`src/rrts_pkg.sv`:
```
// ---------------------------------------------------------------------------
// rrts_pkg
// Shared types and constants of the round-robin task scheduler.
// ---------------------------------------------------------------------------
`default_nettype none

package rrts_pkg;

   localparam int TASKS_DEFAULT = 5;

   localparam logic OP_TICK  = 1'b0;
   localparam logic OP_DELAY = 1'b1;

   typedef struct packed {
      logic        operation;
      logic [15:0] delay_ticks;
   } req_word_type;

   typedef struct packed {
      logic [2:0]  running_task;
      logic [31:0] tick_count;
      logic [3:0]  suspended_mask;
   } rsp_word_type;

   typedef enum logic [1:0] {
      SLOT_READY     = 2'd0,
      SLOT_RUNNING   = 2'd1,
      SLOT_SUSPENDED = 2'd2
   } slot_state_type;

   typedef enum logic [1:0] {
      S_IDLE,
      S_PREP,
      S_SEARCH,
      S_DONE
   } fsm_state_type;

   typedef struct packed {
      logic suspend;
      logic wake;
      logic demote;
      logic load;
      logic search;
      logic force_idle;
   } cell_ctrl_type;

endpackage

`default_nettype wire

```
`src/round_robin_task_scheduler.sv`:
```
// ---------------------------------------------------------------------------
// round_robin_task_scheduler
// Round-robin scheduler over TASKS slots with an always-ready idle task.
// ---------------------------------------------------------------------------
// Usage:
//   Drive req_data and raise start; the word is taken at an edge where busy
//   is low. operation tick advances the 32-bit counter, wakes sleepers due at
//   the new count and picks the next task; operation delay suspends the
//   running user task for delay_ticks ticks and picks again (ignored while
//   the idle task runs).
//   Exactly one result word follows each request: rsp_strobe is high for
//   one cycle with rsp_data holding running task, tick count and the mask
//   of suspended user tasks 0..3. The receiver cannot stall; the word must
//   be captured in that cycle.
//   Order: an accepted request passes through a prepare state, then a search
//   in which the token walks the ring of slot cells one cell per cycle, then
//   the done state that raises the strobe; an ignored delay goes straight to
//   the done state in the next cycle. One request is in flight at a time; the
//   next is taken the cycle after the strobe.
//   Reset (synchronous): counter zero, slot 0 running, all other slots
//   ready, no request in flight.
// ---------------------------------------------------------------------------
`default_nettype none

module round_robin_task_scheduler
   import rrts_pkg::*;
#(
   parameter int TASKS = TASKS_DEFAULT
) (
   input  wire logic         clock,
   input  wire logic         reset,
   input  wire logic         start,
   output logic              busy,
   input  wire req_word_type req_data,
   output logic              rsp_strobe,
   output rsp_word_type      rsp_data
);

   localparam int             IW        = $clog2(TASKS);
   localparam logic [IW-1:0]  IDLE_SLOT = IW'(TASKS - 1);
   localparam int             MASK_BITS = (TASKS - 1 < 4) ? TASKS - 1 : 4;

   fsm_state_type state_ff, state_in;
   logic [31:0]   count_ff, count_in;
   logic [IW-1:0] run_ff, run_in;
   logic [IW-1:0] scan_ff, scan_in;
   logic [IW-1:0] step_ff, step_in;
   logic          op_ff, op_in;
   logic [IW-1:0] start_slot;
   logic          accept;
   logic          found;
   logic          last_step;
   cell_ctrl_type ctrl;
   logic [TASKS-1:0] tok, hit, susp;
   logic [3:0]       mask;
   logic [IW+2:0]    run_wide;

   assign accept     = start && (state_ff == S_IDLE);
   assign found      = |hit;
   assign last_step  = (step_ff == IDLE_SLOT);
   assign start_slot = (run_ff == IDLE_SLOT) ? '0 : run_ff + 1'b1;

   always_comb begin
      ctrl            = '0;
      ctrl.suspend    = accept && req_data.operation == OP_DELAY && run_ff != IDLE_SLOT;
      ctrl.wake       = (state_ff == S_PREP) && op_ff == OP_TICK;
      ctrl.demote     = (state_ff == S_PREP);
      ctrl.load       = (state_ff == S_PREP);
      ctrl.search     = (state_ff == S_SEARCH);
      ctrl.force_idle = (state_ff == S_SEARCH) && !found && last_step;
   end

   genvar g;
   generate
      for (g = 0; g < TASKS; g++) begin : g_cell
         rrts_cell #(
            .TASKS (TASKS),
            .INDEX (g)
         ) u_cell (
            .clock       (clock),
            .reset       (reset),
            .ctrl        (ctrl),
            .sel_slot    (run_ff),
            .start_slot  (start_slot),
            .tick_count  (count_ff),
            .delay_ticks (req_data.delay_ticks),
            .tok_prev    (tok[(g + TASKS - 1) % TASKS]),
            .tok_out     (tok[g]),
            .hit         (hit[g]),
            .suspended   (susp[g])
         );
      end
      for (g = 0; g < 4; g++) begin : g_mask
         if (g < MASK_BITS) begin : g_on
            assign mask[g] = susp[g];
         end else begin : g_off
            assign mask[g] = 1'b0;
         end
      end
   endgenerate

   always_comb begin
      state_in = state_ff;
      case (state_ff)
         S_IDLE: begin
            if (start) begin
               if (req_data.operation == OP_DELAY && run_ff == IDLE_SLOT) begin
                  state_in = S_DONE;
               end else begin
                  state_in = S_PREP;
               end
            end
         end
         S_PREP:   state_in = S_SEARCH;
         S_SEARCH: begin
            if (found || last_step) begin
               state_in = S_DONE;
            end
         end
         S_DONE:   state_in = S_IDLE;
         default:  state_in = S_IDLE;
      endcase
   end

   always_comb begin
      busy       = (state_ff != S_IDLE);
      rsp_strobe = (state_ff == S_DONE);
   end

   always_comb begin
      count_in = count_ff;
      run_in   = run_ff;
      scan_in  = scan_ff;
      step_in  = step_ff;
      op_in    = op_ff;
      if (accept) begin
         op_in = req_data.operation;
         if (req_data.operation == OP_TICK) begin
            count_in = count_ff + 32'd1;
         end
      end
      if (state_ff == S_PREP) begin
         scan_in = start_slot;
         step_in = '0;
      end
      if (state_ff == S_SEARCH) begin
         if (found) begin
            run_in = scan_ff;
         end else if (last_step) begin
            run_in = IDLE_SLOT;
         end else begin
            scan_in = (scan_ff == IDLE_SLOT) ? '0 : scan_ff + 1'b1;
            step_in = step_ff + 1'b1;
         end
      end
   end

   always_ff @(posedge clock) begin
      if (reset) begin
         state_ff <= S_IDLE;
         count_ff <= '0;
         run_ff   <= '0;
      end else begin
         state_ff <= state_in;
         count_ff <= count_in;
         run_ff   <= run_in;
      end
   end

   always_ff @(posedge clock) begin
      scan_ff <= scan_in;
      step_ff <= step_in;
      op_ff   <= op_in;
   end

   assign run_wide = {3'b000, run_ff};

   always_comb begin
      rsp_data.running_task   = run_wide[2:0];
      rsp_data.tick_count     = count_ff;
      rsp_data.suspended_mask = mask;
   end

endmodule

`default_nettype wire

```
`src/rrts_cell.sv`:
```
// ---------------------------------------------------------------------------
// rrts_cell
// One task slot: its state, its wake time and one stage of the search ring.
// ---------------------------------------------------------------------------
`default_nettype none

module rrts_cell
   import rrts_pkg::*;
#(
   parameter int TASKS = TASKS_DEFAULT,
   parameter int INDEX = 0
) (
   input  wire logic                      clock,
   input  wire logic                      reset,
   input  wire cell_ctrl_type             ctrl,
   input  wire logic [$clog2(TASKS)-1:0]  sel_slot,
   input  wire logic [$clog2(TASKS)-1:0]  start_slot,
   input  wire logic [31:0]               tick_count,
   input  wire logic [15:0]               delay_ticks,
   input  wire logic                      tok_prev,
   output logic                           tok_out,
   output logic                           hit,
   output logic                           suspended
);

   localparam int  IW      = $clog2(TASKS);
   localparam logic IS_IDLE = (INDEX == TASKS - 1);

   slot_state_type state_ff, state_in;
   logic           tok_ff, tok_in;
   logic [31:0]    wake_ff, wake_in;
   logic           selected;

   assign selected  = (sel_slot == IW'(INDEX));
   assign hit       = tok_ff && (state_ff == SLOT_READY);
   assign tok_out   = tok_ff;
   assign suspended = (state_ff == SLOT_SUSPENDED);

   always_comb begin
      state_in = state_ff;
      tok_in   = tok_ff;
      wake_in  = wake_ff;
      if (ctrl.suspend && selected) begin
         state_in = SLOT_SUSPENDED;
         wake_in  = tick_count + {16'd0, delay_ticks};
      end
      if (ctrl.wake && state_ff == SLOT_SUSPENDED && wake_ff == tick_count) begin
         state_in = SLOT_READY;
      end
      if (ctrl.demote && selected && !IS_IDLE && state_ff != SLOT_SUSPENDED) begin
         state_in = SLOT_READY;
      end
      if (ctrl.load) begin
         tok_in = (start_slot == IW'(INDEX));
      end
      if (ctrl.search) begin
         tok_in = tok_prev;
         if (hit) begin
            state_in = SLOT_RUNNING;
         end
      end
      if (ctrl.force_idle && IS_IDLE) begin
         state_in = SLOT_RUNNING;
      end
   end

   always_ff @(posedge clock) begin
      if (reset) begin
         state_ff <= (INDEX == 0) ? SLOT_RUNNING : SLOT_READY;
         tok_ff   <= 1'b0;
      end else begin
         state_ff <= state_in;
         tok_ff   <= tok_in;
      end
   end

   always_ff @(posedge clock) begin
      wake_ff <= wake_in;
   end

endmodule

`default_nettype wire
```
`config.mk`:
```
export PLATFORM = sky130hd
export DESIGN_NAME = round_robin_task_scheduler
export DESIGN_NICKNAME = d
export VERILOG_FILES = /design/src/rrts_pkg.sv /design/src/round_robin_task_scheduler.sv /design/src/rrts_cell.sv
export SDC_FILE = /design/constraint.sdc
export NUM_CORES = 1
export LEC_CHECK = 0
export BUFFER_PORTS_ARGS = -buffer_cell sky130_fd_sc_hd__buf_2
export CAP_MARGIN = 20
export CORE_MARGIN = 2
export CORE_UTILIZATION = 55
export CTS_BUF_LIST = sky130_fd_sc_hd__clkbuf_4
export DETAILED_ROUTE_END_ITERATION = 12
export PLACE_DENSITY = 0.88
export SLEW_MARGIN = 25
export SYNTH_ARGS = -nofsm -noshare
export SYNTH_HDL_FRONTEND = slang
export SYNTH_SLANG_ARGS = --single-unit
```
`constraint.sdc`:
```
create_clock -name clock -period 2.6 [get_ports clock]
set_input_delay 0.52 -clock clock [delete_from_list [all_inputs] [get_ports clock]]
set_output_delay 0.52 -clock clock [all_outputs]
set_load 0.005 [all_outputs]
```
==> key figures <==
Timing
  – Worst clock skew on the final layout: 40.2 ps
  – Minimum clock period: 2520 ps
  – Final Max Slew Viols: 0
  – Achievable frequency: 0.396 GHz
  – Total of endpoints with negative setup slack in the final report: 0
  – Final hold violation count: 0
  – Max-Slew Margin vs Limit: between 50% and 60%
  – Hold slack: a little over 100 ps
  – RSZ-0062 raised after global routing: true
  – Slew at the pin closest to its max-slew limit: between 700 and 800 ps
  – Final clock period utilization by the worst path: a little over nine tenths

Worst setup path
  – Crit. Startpoint: count_ff[3]
  – WP buf/inv: 1
  – List of cells traversed by the critical path: ha_1 -> o211ai_1 -> o211ai_1 -> a41oi_2 -> buf_4 -> o22ai_2 -> nand4_1 -> xnor2_2
  – Max stage delay cell, worst path: dfxtp_1
  – Delay of the slowest critical-path stage: 320 ps
  – Critical path class: reg2reg
  – RR Startpoint: count_ff[3]
  – Crit path max-delay family: compound AO/OA/AOI/OAI gates
  – Worst r2r path cells: 8
  – Critical path capture point type: flip-flop
  – Minimum setup slack among reg-to-reg paths: 80 ps
  – Most repeated library cell on the critical path: o211ai_1
  – Data arrival, critical path: 2930 ps
  – Type of element launching the critical path: flip-flop
  – CP max FO: 5
  – Data required, critical path: roughly 3000 ps
  – Reg-to-reg critical path endpoint: g_cell[2].u_cell.wake_ff[25]

Detailed routing
  – First drt pass iteration count: 5
  – WL/cell: 20.1 µm
  – First DRT Iteration DRCs: ~700
  – Routed vias/inst: about 5.7
  – Antenna-violating nets left: 0
  – Remaining routing DRC violations: 0
  – Total detailed-routing wirelength: approximately 28000 µm
  – Via count of the routed design: 7974

Final layout
  – Share of post-route cells with drive strength above 1: about a fifth
  – Non-filler cells in the finished layout: approximately 1400
  – Net count, final: around 1100
  – Footprint of the multi-input gates: 4610 µm²
  – Area delta synth->final: 16.6%
  – Number of filler cells placed in the layout: 1421
  – Sequential cell area: 6000 µm²
  – Final cell area excluding filler cells: between 10000 and 15000 µm²

Floorplan
  – Effective utilization at floorplan: 55.8%
  – # IOs: 61
  – DIE AREA: roughly 21000 µm²
  – Core area: 19400 µm²
  – Floorplan row count: 51
  – Vert. Die Dim: 144 µm
  – Overall die width: roughly 140 µm

CTS
  – Number of post-CTS setup repair buffers: 0
  – # resized after CTS: 0
  – Skew-Pair Late Insertion Delay: 700 ps
  – CTS Hold Bufs: 0
  – TritonCTS Buffers: between 50 and 60
  – Register clock-pin slew on the reported worst setup and hold paths: 60 ps
  – Clock root buffer master: clkbuf_4
  – Sinks on the clock net: 219
  – Number of buffers between clock root and the deepest sink: 3
  – CTS tree: yes
  – Maximum level of the CTS H-tree: 2

Hold path
  – Endpoint of the worst hold path: op_ff
  – Start point of the worst hold path: req_data[16]
  – Cell depth of the worst min-delay path: 1
  – Class of the tightest hold or removal check: in2reg

Global route
  – Wire length of the first global-routing pass: 43500 µm
  – Global-route layer with the greatest usage: met2
  – Total congestion overflow after global routing: 0
  – Met2 Track Usage GR: 46.2%
  – Total global routing track utilization: 27.9%
  – Met1 routing resource usage after global routing: 35.7%
  – Initial antenna violation count: 2
  – Pin count of the biggest net entering global routing: 35
  – Met3 Track Usage GR: approximately 5.9%
  – Number of global-route vias before repair: approximately 8000

Placed design
  – Instance count after placement with tap cells included: 1286
  – Total half-perimeter wirelength after legalization and detailed placement: about 20000 µm
  – Global placement routability congestion: about 1
  – Post-Place Cell Area: 11900 µm²
  – I/O Buffers: 60

Logic synthesis
  – Area of the mapped netlist: 10800 µm²
  – Number of enable flip-flop cells after synthesis: 161
  – Leading register cell type out of synthesis: edfxtp_1
  – Synthesized area divided by synthesized cell count: around 12 µm²
  – Synth Instances: 911
  – Fraction of registers with async set/reset: 0%
  – Warnings, synthesis: 0
  – Part of the Yosys area used for sequential elements: 55.3%
  – Seq cells post-synth: 219
  – Yosys cell types: 66

Status
  – Run status: complete, no violations

Power
  – Pwr/cell area: 672 nW/µm²
  – Pleak: roughly 5.3 nW
  – Total Power: between 8 and 9 mW
  – Peak supply drop: 0.000380 V

Job
  – Maxcap violations: 0
==> area by class of cell <==
| type | instances | share of cell area (%) |
|---|---|---|
| Multi-Input combinational cell | 648 | 36.5 |
| Clock inverter | 25 | 1.04 |
| Inverter | 24 | 0.713 |
| Timing Repair Buffer | 130 | 6.83 |
| Antenna cell | 2 | 0.0396 |
| Tap cell | 265 | 2.62 |
| Clock buffer | 81 | 4.81 |
| Sequential cell | 219 | 47.5 |
==> registers in the layout, indices dropped and copies added, names as in the netlist <==
signal,count
g_cell.u_cell.state_ff,10
step_ff,3
scan_ff,3
g_cell.u_cell.tok_out,5
g_cell.u_cell.wake_ff,160
state_ff,2
op_ff,1
run_ff,3
count_ff,32
==> cell families after synthesis <==
group / count (synthesis) / share of synthesized area (%)
mux: 4 / 0.381
flops: 219 / 55.3
buf+inv: 75 / 3.49
xor+xnor: 215 / 17.4
fa+ha+maj: 32 / 3.77
compound gates: 109 / 6.64
other cells: 1 / 0.0346
simple gates: 256 / 13.0
==> metrics by stage <==
step	worst slack [ps]	utilization (%)	TNS, ps
global route	-52.2	65.1	-305
finish	76.6	65.1	0
detailed placement	-296	61.1	-16540
floorplan	58.4	-	0
CTS	7.04	64.9	0
global placement	-180	61.1	-7800
==> worst reg2reg max path: cells and delay by family, from the launching register on <==
kind	cells	cell delay, ps
AO/OA/AOI/OAI	4	940
buffers and inverters	1	180
adder cells (fa/ha/maj)	1	300
flip-flops	1	320
AND/OR/NAND/NOR	1	270
XOR/XNOR	1	230
==> metal layers <==
metal | part of all wire (%) | routed length (µm) | vias to the layer above
met3 | 8.5 | 2390 | 87
met5 | 0 | 0 | -
li1 | - | - | 3613
met4 | 4.5 | 1270 | 0
met1 | 39 | 11000 | 3884
met2 | 48 | 13400 | 390
==> how the worst max path moves through the flow <==
| stage | endpoint | slack (ps) | depth (start not counted) |
|---|---|---|---|
| 2_1_floorplan | g_cell[0].u_cell.wake_ff[26] | 60 | 8 |
| 3_3_place_gp | g_cell[2].u_cell.wake_ff[30] | -180 | 9 |
| 3_5_place_dp | g_cell[4].u_cell.wake_ff[21] | -300 | 8 |
| 4_1_cts | g_cell[1].u_cell.wake_ff[31] | 7 | 7 |
| 5_1_grt | g_cell[2].u_cell.wake_ff[25] | -50 | 8 |
| 6_report | g_cell[2].u_cell.wake_ff[25] | 80 | 8 |
==> cells in the mapped netlist (all sizes together) (3+ instances only) <==
master	instances	area share [%]
a31oi	7	0.40
o21bai	3	0.21
a21oi	29	1.3
and2	9	0.55
and4	11	0.91
and3	14	0.81
xnor2	83	6.7
a311oi	3	0.24
nor2	58	2.0
o21a	3	0.21
inv	24	0.83
nand4	36	2.2
a21o	4	0.28
o211ai	3	0.21
dfxtp	58	11
clkbuf	8	0.28
buf	43	2.4
a211oi	5	0.35
a22oi	5	0.35
nor2b	8	0.46
a41oi	4	0.39
ha	31	3.6
mux2i	3	0.28
nand2	42	1.5
edfxtp	161	45
nand3	20	0.92
a21boi	3	0.31
nor4	31	1.8
nor3	9	0.46
xor2	132	11
or3	6	0.35
o21ai	27	1.2
==> cells in the final DEF (no fill, tap or decap), types with 6 or more instances in the layout <==
master	instances
edfxtp_1	161
and2_1	7
xnor2_1	80
conb_1	32
nand2_1	42
inv_1	24
dfxtp_1	58
a31oi_1	7
buf_4	67
nor2b_1	8
nand4_1	34
nor3_1	8
xor2_1	132
and3_1	14
nor2_1	58
buf_2	60
clkinv_1	15
clkbuf_4	81
nor4_1	31
nand3_1	20
clkinv_2	9
and4_1	10
ha_1	31
o21ai_0	25
a21oi_1	29
or3_1	6
==> report_power, final <==
group | leakage [nW] | internal [mW] | switching [mW]
combinational | 2.82 | 0.505 | 0.802
clock | 0.446 | 1.55 | 1.45
sequential | 2.06 | 4.02 | 0.165
Note: power is estimated with default switching activity, not from simulation.
